<file path="src/rrts_pkg.sv">
// Shared types and codes of the round-robin thread scheduler.
`default_nettype none
package rrts_pkg;

  localparam int DEF_MAX_THREADS = 8;
  localparam int DEF_HANDLE_BITS = 8;

  localparam int CMD_W  = 3;
  localparam int STAT_W = 2;

  localparam logic [CMD_W-1:0] CMD_TICK   = 3'd0;
  localparam logic [CMD_W-1:0] CMD_ADD    = 3'd1;
  localparam logic [CMD_W-1:0] CMD_REMOVE = 3'd2;
  localparam logic [CMD_W-1:0] CMD_SLEEP  = 3'd3;
  localparam logic [CMD_W-1:0] CMD_WAKE   = 3'd4;
  localparam logic [CMD_W-1:0] CMD_SWITCH = 3'd5;

  localparam logic [STAT_W-1:0] STAT_OK       = 2'd0;
  localparam logic [STAT_W-1:0] STAT_FULL     = 2'd1;
  localparam logic [STAT_W-1:0] STAT_NOTFOUND = 2'd2;
  localparam logic [STAT_W-1:0] STAT_ALREADY  = 2'd3;

  typedef enum logic [3:0] {
    S_IDLE,
    S_DECODE,
    S_KEY,
    S_FIND,
    S_HIT,
    S_SHIFT,
    S_RMFIN,
    S_PMOD,
    S_PSCAN,
    S_PEND,
    S_NH,
    S_OUT
  } state_t;

endpackage
`default_nettype wire

</file>
<file path="src/rrts_ram.sv">
// Generic single-write, single-read RAM with a registered read port.
`default_nettype none
module rrts_ram #(
  parameter int WIDTH = 8,
  parameter int DEPTH = 9,
  localparam int AW = (DEPTH > 1) ? $clog2(DEPTH) : 1
) (
  input  wire logic             clk,
  input  wire logic             we,
  input  wire logic [AW-1:0]    waddr,
  input  wire logic [WIDTH-1:0] wdata,
  input  wire logic [AW-1:0]    raddr,
  output logic      [WIDTH-1:0] rdata
);

  logic [WIDTH-1:0] mem [DEPTH];

  always_ff @(posedge clk) begin
    if (we) begin
      mem[waddr] <= wdata;
    end
    rdata <= mem[raddr];
  end

endmodule
`default_nettype wire

</file>
<file path="src/round_robin_thread_scheduler.sv">
// Round-robin thread scheduler: thread table, command sequencer and result register.
// Add, context switch and unknown commands go from decode to the result without a scan; a tick
// scans one slot per cycle, and remove, sleep and wake search, shift and rescan one slot per
// cycle. One command at a time: the next is accepted as the result appears, once the result
// register is free. rst clears flags, counts, slots and out_valid, not handles.
`default_nettype none
module round_robin_thread_scheduler #(
  parameter int MAX_THREADS = rrts_pkg::DEF_MAX_THREADS,
  parameter int HANDLE_BITS = rrts_pkg::DEF_HANDLE_BITS,
  localparam int SW = $clog2(MAX_THREADS + 2)
) (
  input  wire logic                        clk,
  input  wire logic                        rst,
  input  wire logic                        in_valid,
  output logic                             in_ready,
  input  wire logic [rrts_pkg::CMD_W-1:0]  command,
  input  wire logic [HANDLE_BITS-1:0]      thread_id,
  input  wire logic                        use_running,
  output logic                             out_valid,
  input  wire logic                        out_ready,
  output logic      [rrts_pkg::STAT_W-1:0] status,
  output logic                             switch_needed,
  output logic      [SW-1:0]               next_slot,
  output logic      [HANDLE_BITS-1:0]      next_thread,
  output logic      [SW-1:0]               running_slot_out,
  output logic      [SW-1:0]               thread_count
);
  import rrts_pkg::*;

  // The handle table lives in a RAM indexed directly by slot number; slot 0
  // is the idle slot and its entry is never read for a result.
  localparam int RAM_DEPTH = MAX_THREADS + 1;
  localparam int AW = $clog2(RAM_DEPTH);
  localparam logic [SW-1:0] MAX_SLOT = SW'(MAX_THREADS);
  localparam logic [SW-1:0] ONE = SW'(1);
  localparam logic [SW-1:0] ZERO = '0;

  state_t state, state_next;

  // Command transaction held for the whole sequence; S_KEY replaces the key with the running handle.
  logic [CMD_W-1:0]       cmd, cmd_next;
  logic [HANDLE_BITS-1:0] key, key_next;
  logic                   use_run, use_run_next;

  // Architectural scheduler state.
  logic [SW-1:0]          cnt, cnt_next;
  logic [SW-1:0]          running, running_next;
  logic [SW-1:0]          chosen, chosen_next;
  logic [MAX_THREADS:0]   rdy, rdy_next;

  // Sequencer working registers: one slot pointer shared by the search,
  // the shift, the modulo reduction and the round-robin scan.
  logic [SW-1:0]          ptr, ptr_next;
  logic [SW-1:0]          iter, iter_next;
  logic [SW-1:0]          tgt, tgt_next;
  logic [SW-1:0]          rd_slot, rd_slot_next;
  logic                   cmp_v, cmp_v_next;
  logic                   keep, keep_next;
  logic [STAT_W-1:0]      stat, stat_next;
  logic                   sw, sw_next;

  // RAM port.
  logic                   ram_we;
  logic [SW-1:0]          ram_waddr;
  logic [HANDLE_BITS-1:0] ram_wdata;
  logic [SW-1:0]          ram_raddr;
  logic [HANDLE_BITS-1:0] ram_rdata;

  // Shared compare results.
  logic                   hit;
  logic                   ptr_past;
  logic                   ptr_rdy;
  logic                   tgt_rdy;
  logic                   run_ready;
  logic                   out_free;
  logic                   out_load;
  logic [SW-1:0]          slot_add;
  logic [HANDLE_BITS-1:0] nh;

  rrts_ram #(
    .WIDTH (HANDLE_BITS),
    .DEPTH (RAM_DEPTH)
  ) u_handles (
    .clk   (clk),
    .we    (ram_we),
    .waddr (ram_waddr[AW-1:0]),
    .wdata (ram_wdata),
    .raddr (ram_raddr[AW-1:0]),
    .rdata (ram_rdata)
  );

  assign in_ready  = (state == S_IDLE);
  assign hit       = cmp_v && (ram_rdata == key);
  assign ptr_past  = (ptr > cnt);
  assign ptr_rdy   = (ptr <= MAX_SLOT) ? rdy[ptr] : 1'b0;
  assign tgt_rdy   = (tgt <= MAX_SLOT) ? rdy[tgt] : 1'b0;
  // The idle slot is always ready; a running slot beyond the count is empty.
  assign run_ready = (running == ZERO) ||
                     ((running <= cnt) && (running <= MAX_SLOT) && rdy[running]);
  assign out_free  = !out_valid || out_ready;
  assign out_load  = (state == S_OUT) && out_free;
  assign slot_add  = cnt + ONE;
  assign nh        = ((chosen != ZERO) && (chosen <= cnt)) ? ram_rdata : '0;

  // Next-state logic of the command sequencer.
  always_comb begin
    state_next = state;
    unique case (state)
      S_IDLE: begin
        if (in_valid) begin
          state_next = S_DECODE;
        end
      end
      S_DECODE: begin
        unique case (cmd) inside
          CMD_TICK: state_next = S_PMOD;
          CMD_REMOVE, CMD_SLEEP, CMD_WAKE: begin
            if (use_run && ((running == ZERO) || (running > cnt))) begin
              state_next = S_NH;
            end else if (use_run) begin
              state_next = S_KEY;
            end else begin
              state_next = S_FIND;
            end
          end
          default: state_next = S_NH;
        endcase
      end
      S_KEY: state_next = S_FIND;
      S_FIND: begin
        if (hit) begin
          state_next = S_HIT;
        end else if (ptr_past) begin
          state_next = S_NH;
        end
      end
      S_HIT: begin
        if (cmd == CMD_REMOVE) begin
          state_next = S_SHIFT;
        end else if ((cmd == CMD_SLEEP) && tgt_rdy && (tgt == running)) begin
          state_next = S_PMOD;
        end else begin
          state_next = S_NH;
        end
      end
      S_SHIFT: begin
        if (ptr_past) begin
          state_next = S_RMFIN;
        end
      end
      S_RMFIN: state_next = (running == tgt) ? S_PMOD : S_NH;
      S_PMOD: begin
        if (cnt == ZERO) begin
          state_next = S_PEND;
        end else if (ptr < cnt) begin
          state_next = S_PSCAN;
        end
      end
      S_PSCAN: begin
        if (ptr_rdy) begin
          state_next = S_NH;
        end else if (iter == cnt - ONE) begin
          state_next = S_PEND;
        end
      end
      S_PEND: state_next = S_NH;
      S_NH:   state_next = S_OUT;
      S_OUT: begin
        if (out_free) begin
          state_next = S_IDLE;
        end
      end
      default: state_next = S_IDLE;
    endcase
  end

  // Datapath and RAM control for each sequencer step.
  always_comb begin
    cmd_next     = cmd;
    key_next     = key;
    use_run_next = use_run;
    cnt_next     = cnt;
    running_next = running;
    chosen_next  = chosen;
    rdy_next     = rdy;
    ptr_next     = ptr;
    iter_next    = iter;
    tgt_next     = tgt;
    rd_slot_next = rd_slot;
    cmp_v_next   = cmp_v;
    keep_next    = keep;
    stat_next    = stat;
    sw_next      = sw;
    ram_we       = 1'b0;
    ram_waddr    = slot_add;
    ram_wdata    = key;
    ram_raddr    = chosen;

    unique case (state)
      S_IDLE: begin
        if (in_valid) begin
          cmd_next     = command;
          key_next     = thread_id;
          use_run_next = use_running;
          stat_next    = STAT_OK;
          sw_next      = 1'b0;
        end
      end
      S_DECODE: begin
        unique case (cmd) inside
          CMD_TICK: begin
            ptr_next  = running;
            keep_next = 1'b1;
          end
          CMD_ADD: begin
            if (cnt >= MAX_SLOT) begin
              stat_next = STAT_FULL;
            end else begin
              ram_we             = 1'b1;
              rdy_next[slot_add] = 1'b1;
              cnt_next           = slot_add;
            end
          end
          CMD_REMOVE, CMD_SLEEP, CMD_WAKE: begin
            ram_raddr  = running;
            ptr_next   = ONE;
            cmp_v_next = 1'b0;
            if (use_run && (running == ZERO)) begin
              stat_next = (cmd == CMD_WAKE) ? STAT_ALREADY : STAT_NOTFOUND;
            end else if (use_run && (running > cnt)) begin
              stat_next = STAT_NOTFOUND;
            end
          end
          CMD_SWITCH: begin
            running_next = chosen;
            chosen_next  = running;
          end
          default: begin
          end
        endcase
      end
      S_KEY: key_next = ram_rdata;
      S_FIND: begin
        ram_raddr    = ptr;
        rd_slot_next = ptr;
        if (hit) begin
          tgt_next = rd_slot;
        end else if (ptr_past) begin
          stat_next = STAT_NOTFOUND;
        end else begin
          ptr_next   = ptr + ONE;
          cmp_v_next = 1'b1;
        end
      end
      S_HIT: begin
        unique case (cmd) inside
          CMD_REMOVE: begin
            ptr_next   = tgt + ONE;
            cmp_v_next = 1'b0;
            for (int k = 1; k < MAX_THREADS; k++) begin
              if ((SW'(k) >= tgt) && (SW'(k) < cnt)) begin
                rdy_next[k] = rdy[k+1];
              end
            end
          end
          CMD_SLEEP: begin
            if (!tgt_rdy) begin
              stat_next = STAT_ALREADY;
            end else begin
              rdy_next[tgt] = 1'b0;
              ptr_next      = running;
              keep_next     = 1'b1;
            end
          end
          default: begin
            if (tgt_rdy) begin
              stat_next = STAT_ALREADY;
            end else begin
              rdy_next[tgt] = 1'b1;
            end
          end
        endcase
      end
      S_SHIFT: begin
        ram_raddr    = ptr;
        rd_slot_next = ptr;
        ram_waddr    = rd_slot - ONE;
        ram_wdata    = ram_rdata;
        ram_we       = cmp_v;
        if (!ptr_past) begin
          ptr_next   = ptr + ONE;
          cmp_v_next = 1'b1;
        end
      end
      S_RMFIN: begin
        cnt_next = cnt - ONE;
        if (running == tgt) begin
          chosen_next = ZERO;
          ptr_next    = tgt - ONE;
          keep_next   = 1'b0;
        end else begin
          if (running > tgt) begin
            running_next = running - ONE;
          end
          if (chosen > tgt) begin
            chosen_next = chosen - ONE;
          end
        end
      end
      S_PMOD: begin
        if (cnt != ZERO) begin
          if (ptr >= cnt) begin
            ptr_next = ptr - cnt;
          end else begin
            ptr_next  = ptr + ONE;
            iter_next = ZERO;
          end
        end
      end
      S_PSCAN: begin
        if (ptr_rdy) begin
          chosen_next = ptr;
          sw_next     = 1'b1;
        end else begin
          ptr_next  = (ptr == cnt) ? ONE : ptr + ONE;
          iter_next = iter + ONE;
        end
      end
      S_PEND: begin
        if (keep && run_ready) begin
          sw_next = 1'b0;
        end else begin
          chosen_next = ZERO;
          sw_next     = 1'b1;
        end
      end
      S_NH: begin
      end
      S_OUT: begin
      end
      default: begin
      end
    endcase
  end

  // Control and scheduler state.
  always_ff @(posedge clk) begin
    if (rst) begin
      state   <= S_IDLE;
      cnt     <= ZERO;
      running <= ZERO;
      chosen  <= ZERO;
      rdy     <= (MAX_THREADS + 1)'(1);
    end else begin
      state   <= state_next;
      cnt     <= cnt_next;
      running <= running_next;
      chosen  <= chosen_next;
      rdy     <= rdy_next;
    end
  end

  // Working registers of the sequencer.
  always_ff @(posedge clk) begin
    cmd     <= cmd_next;
    key     <= key_next;
    use_run <= use_run_next;
    ptr     <= ptr_next;
    iter    <= iter_next;
    tgt     <= tgt_next;
    rd_slot <= rd_slot_next;
    cmp_v   <= cmp_v_next;
    keep    <= keep_next;
    stat    <= stat_next;
    sw      <= sw_next;
  end

  // Result register: holds one finished transaction while the next command
  // is already being accepted.
  always_ff @(posedge clk) begin
    if (rst) begin
      out_valid <= 1'b0;
    end else if (out_load) begin
      out_valid <= 1'b1;
    end else if (out_ready) begin
      out_valid <= 1'b0;
    end
  end

  always_ff @(posedge clk) begin
    if (out_load) begin
      status           <= stat;
      switch_needed    <= sw;
      next_slot        <= chosen;
      next_thread      <= nh;
      running_slot_out <= running;
      thread_count     <= cnt;
    end
  end

`ifndef SYNTHESIS
  a_count_bound: assert property (@(posedge clk) disable iff (rst)
    cnt <= MAX_SLOT)
    else $error("thread count exceeds table size");

  a_full_only_when_full: assert property (@(posedge clk) disable iff (rst)
    (out_valid && (status == STAT_FULL)) |-> (thread_count == MAX_SLOT))
    else $error("table full reported with free slots");

  a_scan_needs_threads: assert property (@(posedge clk) disable iff (rst)
    (state == S_PSCAN) |-> (cnt != ZERO))
    else $error("round-robin scan over an empty table");

  a_already_no_switch: assert property (@(posedge clk) disable iff (rst)
    (out_valid && (status == STAT_ALREADY)) |-> !switch_needed)
    else $error("switch requested on a no-op sleep or wake");

  a_busy_holds_out: assert property (@(posedge clk) disable iff (rst)
    (out_valid && !out_ready) |=> out_valid)
    else $error("result dropped before it was taken");
`endif

endmodule
`default_nettype wire
</file>
<file path="config.mk">
export PLATFORM = sky130hd
export DESIGN_NAME = round_robin_thread_scheduler
export DESIGN_NICKNAME = d
export VERILOG_FILES = /design/src/rrts_pkg.sv /design/src/rrts_ram.sv /design/src/round_robin_thread_scheduler.sv
export SDC_FILE = /design/constraint.sdc
export NUM_CORES = 1
export LEC_CHECK = 0
export BUFFER_PORTS_ARGS = -buffer_cell sky130_fd_sc_hd__buf_2
export CAP_MARGIN = 20
export CORE_MARGIN = 2
export CORE_UTILIZATION = 62
export DETAILED_ROUTE_END_ITERATION = 8
export HOLD_SLACK_MARGIN = 0.12
export PLACE_DENSITY = 0.8
export SLEW_MARGIN = 25
export SYNTH_ARGS = -nofsm -noshare
export SYNTH_HDL_FRONTEND = slang
export SYNTH_SLANG_ARGS = --single-unit
</file>
<file path="constraint.sdc">
create_clock -name clk -period 4.5 [get_ports clk]
set_clock_uncertainty 0.15 [all_clocks]
set_input_delay 0.675 -clock clk [delete_from_list [all_inputs] [get_ports clk]]
set_output_delay 0.675 -clock clk [all_outputs]
set_load 0.01 [all_outputs]
</file>
# Word level (Yosys, flattened, before mapping)
# Memory sizes are Yosys's and may differ from the RTL's. A register that Yosys moved wholly into a read port is not among the register bits.
# Index checks and enable logic that the tools add are counted.
dict set report word_totals {
  regBits 82
  mem_bits_rw 72
  in_bits 16
  mem_count 1
}
dict set report op_classes {
  n_addsub 10
  order_cmp 32
  eq_ne 64
  n_mux 110
  bitwise_logic 4
  reduce_logical 64
}
# memory words word_bits rd rd_clocked_by_memory_dff wr line
set memory_table {}
lappend memory_table {u_handles.mem 9 8 1 1 1 rrts_ram.sv:16} ;# logic [WIDTH-1:0] mem [DEPTH];
# op n
set ops {}
lappend ops {{two-way mux 4 bit} 36}
lappend ops {{!= test 3 bit, second input constant} 19}
lappend ops {{case mux 4 bit (2 select lines)} 7}
lappend ops {{AND reduction 6 bit} 9}
lappend ops {{case mux 4 bit (12 select lines)} 1}
lappend ops {{!= test 2 bit, second input constant} 22}
lappend ops {{two-way mux 9 bit} 4}
lappend ops {{two-way mux 1 bit} 33}
lappend ops {{case mux 4 bit (7 select lines)} 1}
lappend ops {{logical AND 1 bit} 20}
lappend ops {{less-than comparator 4 x 5 -> 1 bit, second input constant} 4}
lappend ops {{nonzero test 4 bit} 5}
lappend ops {{subtractor 4 x 1 -> 4 bit, second input constant} 5}
lappend ops {{bitwise OR 9 bit} 2}
lappend ops {{case mux 9 bit (2 select lines)} 1}
lappend ops {{adder 4 x 1 -> 4 bit, second input constant} 4}
lappend ops {{== test 4 x 3 -> 1 bit, second input constant} 4}
lappend ops {{== test 4 bit} 4}
lappend ops {{== test 4 bit, second input constant} 4}
lappend ops {{greater-or-equal comparator 3 x 4 -> 1 bit, first input constant} 4}
lappend ops {{greater-than comparator 4 bit} 4}
lappend ops {{less-than comparator 3 x 4 -> 1 bit, first input constant} 4}
lappend ops {{two-way mux 2 bit} 8}
lappend ops {{two-way mux 8 bit} 2}
lappend ops {{45 further kinds} 77}

# Logic depth before layout (Yosys ltp)
dict set report logic_depth {
  ltp_word 9
  depth_mapped 12
}

# By module
# From an unflattened synthesis, not the netlist that was laid out.
dict set report hier_totals {
  cells_unflattened 845
  area_unflattened_um2 9227.6
}
# module instances cells_per_inst area_per_inst_um2 seq_area_each_um2
set by_module_without_submodules {}
lappend by_module_without_submodules {round_robin_thread_scheduler 1 674 6163.4 2202.1}
lappend by_module_without_submodules {rrts_ram 1 171 3064.2 2322.2}

# Worst setup path after synthesis
# Ideal clock, no wire load.
dict set report synth_path {
  path_type {register -> register}
  startpoint {register state[3]}
  endpoint {register next_slot[0], enable pin}
  setup_time_ns 0.437
  arrival_time_ns 2.603
  slack_ns 1.310
  path_stages_with_launch 4
  n_path_buf 1
  path_cell_list {dfxtp_1 -> clkbuf_1 -> and2_1 -> nor3b_1}
}
dict set report synth_via {
  elab_chain_len 2
}
# item line
set synth_lines {}
lappend synth_lines {{from (decl)} round_robin_thread_scheduler.sv:38} ;# state_t state, state_next;
lappend synth_lines {{from (signal assigned)} round_robin_thread_scheduler.sv:355} ;# state <= state_next;
lappend synth_lines {{== test 4 bit} round_robin_thread_scheduler.sv:101} ;# assign out_load = (state == S_OUT) && out_free;
lappend synth_lines {{logical AND 1 bit} round_robin_thread_scheduler.sv:101}
lappend synth_lines {{via out_load} round_robin_thread_scheduler.sv:76} ;# logic out_load;
lappend synth_lines {{to (signal assigned)} round_robin_thread_scheduler.sv:394} ;# next_slot <= chosen;
lappend synth_lines {{to (decl)} round_robin_thread_scheduler.sv:23} ;# output logic [SW-1:0] next_slot,
# The timed path passes the listed nets, and every way through them passes these cells.
# A chain may end at the register's enable or synchronous reset.

# Worst setup path in the final report
dict set report layout_path {
  startpoint {register cmd[0]}
  endpoint {register u_handles.rdata[3] (read register of u_handles.mem)}
}
dict set report layout_via {
  elab_chain_len 4
}
# item line
set layout_lines {}
lappend layout_lines {{from (decl)} round_robin_thread_scheduler.sv:41} ;# logic [CMD_W-1:0] cmd, cmd_next;
lappend layout_lines {{from (signal assigned)} round_robin_thread_scheduler.sv:365} ;# cmd <= cmd_next;
lappend layout_lines {{== test 3 bit or == test 3 x 2 -> 1 bit (tied branches)} n/a}
lappend layout_lines {{OR reduction 3 bit *} round_robin_thread_scheduler.sv:210} ;# unique case (cmd) inside
lappend layout_lines {{two-way mux 4 bit *} round_robin_thread_scheduler.sv:210}
lappend layout_lines {{case mux 4 bit (2 select lines) *} round_robin_thread_scheduler.sv:199} ;# unique case (state)
lappend layout_lines {{to (decl)} rrts_ram.sv:13} ;# output logic [WIDTH-1:0] rdata
# Every way passes the cells marked *; elsewhere a longest branch is shown, timed or not.

==> metrics.md <==
| Metric | Value |
|---|---|
| Area Overhead vs Synth | `10.49%` |
| Final Util | `0.7073` |
| EDFF count, synth | `128` |
| Crit path DAT | `3.72 ns` |
| RePlAce Congestion | `1.020` |
| Final WL | `25,070 um` |
| Drt wl/cell | `23.97 um` |
| Seq cells post-synth | `162` |
| Crit Path Category | `reg2reg` |
| CTS Sinks | `162` |
| Antenna-violating nets left | `0` |
| Pin count of the biggest net entering global routing | `33` |
| 1st-pass router iterations | `5` |
| Area of the core | `0.01399 mm^2` |
| Yosys cell types | `77` |
| Met3 WL post-DR | `3035 um` |
| Setup violators final | `0` |
| Unrepaired setup endpoints after global routing | `false` |
| Min-delay worst type | `in2reg` |
| Setup TNS | `0 ns` |
| Gr usage total | `0.3377` |
| Asr flop ratio synth | `0` |
| Vias in the first global route | `6,852` |
| Synth warn | `0` |
| Hold Buf Count CTS | `0` |
| Dpl hpwl | `17,910 um` |
| Top Layer Used | `met4` |
| Total leakage power | `3.630 nW` |
| Worst-margin pin slew | `1.033 ns` |
| Synth area leader | `edfxtp_1` |
| Inserted Diodes | `0` |
| # IOs | `41` |
| Die H | `124.2 um` |
| Crit. End Element | `flip-flop` |
| Vias | `7,307` |
| Initial cell density of the core | `0.6402` |
| Leading cell type by number of instances after synthesis | `edfxtp_1` |
| Syn_nets | `876` |
| Rows | `43` |
| Post-synth top area share | `0.4292` |
| Die Width | `124.2 um` |
| Cts bufs inserted | `17` |
| Post-CTS Resized | `0` |
| Clock Pin Slew Worst Setup and Hold Paths | `0.07 ns` |
| Status | `finished clean` |
| Final Cycle Share | `0.8000` |
| CTS tree | `done` |
| Global route overflow | `0` |
| Vias per cell | `6.986` |
| R2R Setup Slk | `0.90 ns` |
| Final nets | `905` |
| CTS root buffer | `clkbuf_16` |
| Startpoint Class | `flip-flop` |
| Most used DFF post-synth | `edfxtp_1` |
| Wire length on met2 | `10,920 um` |
| Fillcell total | `1,003` |
| Syn_area_per_cell | `10.87 um^2` |
| Syn Inst Count | `824` |
| Post-synth top cells | `128 x edfxtp_1, 69 x nor2_1, 60 x a21oi_1` |
| Highest ir drop seen on vdd | `0.3727 mV` |
| DRT met1 WL | `10,350 um` |
| Max-cap viol count | `0` |
| Post-CTS Setup Inserts | `0` |
| Residual DRC | `0` |
| Seq/Total Area, Yosys | `0.5052` |
| CTS Buffer Depth | `2` |
| WP data required | `4.62 ns` |
| Latest clock arrival within the worst-skew pair | `0.43 ns` |
| IO buf count | `40` |
| Main area contributors after synthesis | `edfxtp_1 43%, dfxtp_1 7.6%, ha_1 4.9%` |
| First-pass GRT wire length | `38,180 um` |
| FMAX | `0.2778 GHz` |
| Initial antenna violation count | `0` |
| Crit path time final | `3.600 ns` |
| Final count of hold timing violations | `0` |
| Die area | `0.01542 mm^2` |
| Rel. slew slack | `0.3062` |
| Slew Limit Fails | `0` |
| Htree depth | `4` |
| Fraction of layout cells with a size suffix above 1 | `0.1536` |
| Power density over the cells | `616.1 mW/mm^2` |
| Critical path fanouts, max | `19` |
| Synth Cell Area | `0.008955 mm^2` |
| Iteration-0 DRC count of the detailed router | `940` |
==> metrics by stage <==
stage	power (W)	area (um^2)	cells	hold slack, ns	setup WS, ns
finish	0.006096	9894	1046	0.2616	0.9000
global placement	0.004379	9265	1014	0.2751	1.157
global route	0.006345	9894	1046	0.2531	0.6673
detailed placement	0.004452	9265	1014	0.2684	1.015
floorplan	0.003846	8955	824	0.2503	1.310
CTS	0.006014	9894	1046	0.2534	0.9811
==> final timing paths <==
| path | startpoint | endpoint | depth (start not counted) |
|---|---|---|---|
| worst min register to register | stat[0] | status[0] | 0 |
| worst max register to register | cmd[0] | u_handles.rdata[3] | 7 |
| worst min-delay path | command[0] | cmd[0] | 1 |
| worst max-delay path | cmd[0] | u_handles.rdata[3] | 7 |
==> metal layers <==
metal,up-vias,track usage
li1,3190,-
met1,3507,0.4673
met2,538,0.5068
met3,72,0.09936
met4,0,0.1208
met5,-,0
==> area by class of cell <==
type	instances	area, um^2	area share
Sequential cell	162	4524	0.4573
Multi-Input combinational cell	594	4128	0.4172
Clock buffer	17	425.4	0.04299
Timing Repair Buffer	52	290.3	0.02934
Tap cell	180	225.2	0.02276
Clock inverter	15	203.9	0.02061
Inverter	26	97.59	0.009863
==> cells in the final DEF (no fill, tap or decap), types with 6 or more instances in the layout <==
cell	synthesis	routed
edfxtp_1	128	128
nor2_1	69	69
a21oi_1	60	60
nand2_1	56	56
buf_2	5	40
o21ai_0	39	39
ha_1	35	35
mux2i_1	34	34
dfxtp_1	34	34
inv_1	26	26
mux2_2	25	25
xnor2_1	22	22
nand3_1	20	20
nor3_1	18	17
a211oi_1	17	17
clkbuf_16	0	17
and2_1	15	15
nand2b_1	14	14
nor2b_1	13	13
a31oi_1	12	12
buf_4	3	12
o22ai_1	9	9
o211ai_1	9	9
o21ai_1	7	7
a22o_1	7	7
a211oi_2	7	7
nand4_1	6	6
xor2_1	6	6
a221oi_1	6	6
a222oi_1	6	6
or2_2	6	6
==> cell families after synthesis <==
group	count (synthesis)	synth area share
xor gates and xnor gates	28	0.02739
buffers and inverters	68	0.03493
muxes	63	0.07950
AOI/OAI and AO/OA	220	0.1635
DFF	162	0.5052
and+or+nand+nor	247	0.1383
adders and majority gates	36	0.05114
==> power by group <==
| group | internal, W | total (W) | switching [W] |
|---|---|---|---|
| registers | 0.00198 | 0.00231 | 0.000325 |
| clock network | 0.000934 | 0.00156 | 0.000627 |
| logic | 0.000840 | 0.00223 | 0.00139 |
| total | 0.00376 | 0.00610 | 0.00234 |
==> registers in the layout, summed over array words and instances (netlist names), 7 cells and up, named ones only <==
name / flops
key: 8
next_thread: 8
rdy: 7
u_handles.mem: 72
u_handles.rdata: 8
==> critical path: stages, from the launching register on <==
cell and delay (ns):
edfxtp_1 0.57, or3b_1 0.55, a311o_1 0.49, a222oi_1 0.54, buf_4 0.40, mux2_2 0.39, o21ai_1 0.21, a211oi_2 0.12
Note: power is estimated with default switching activity, not from simulation.
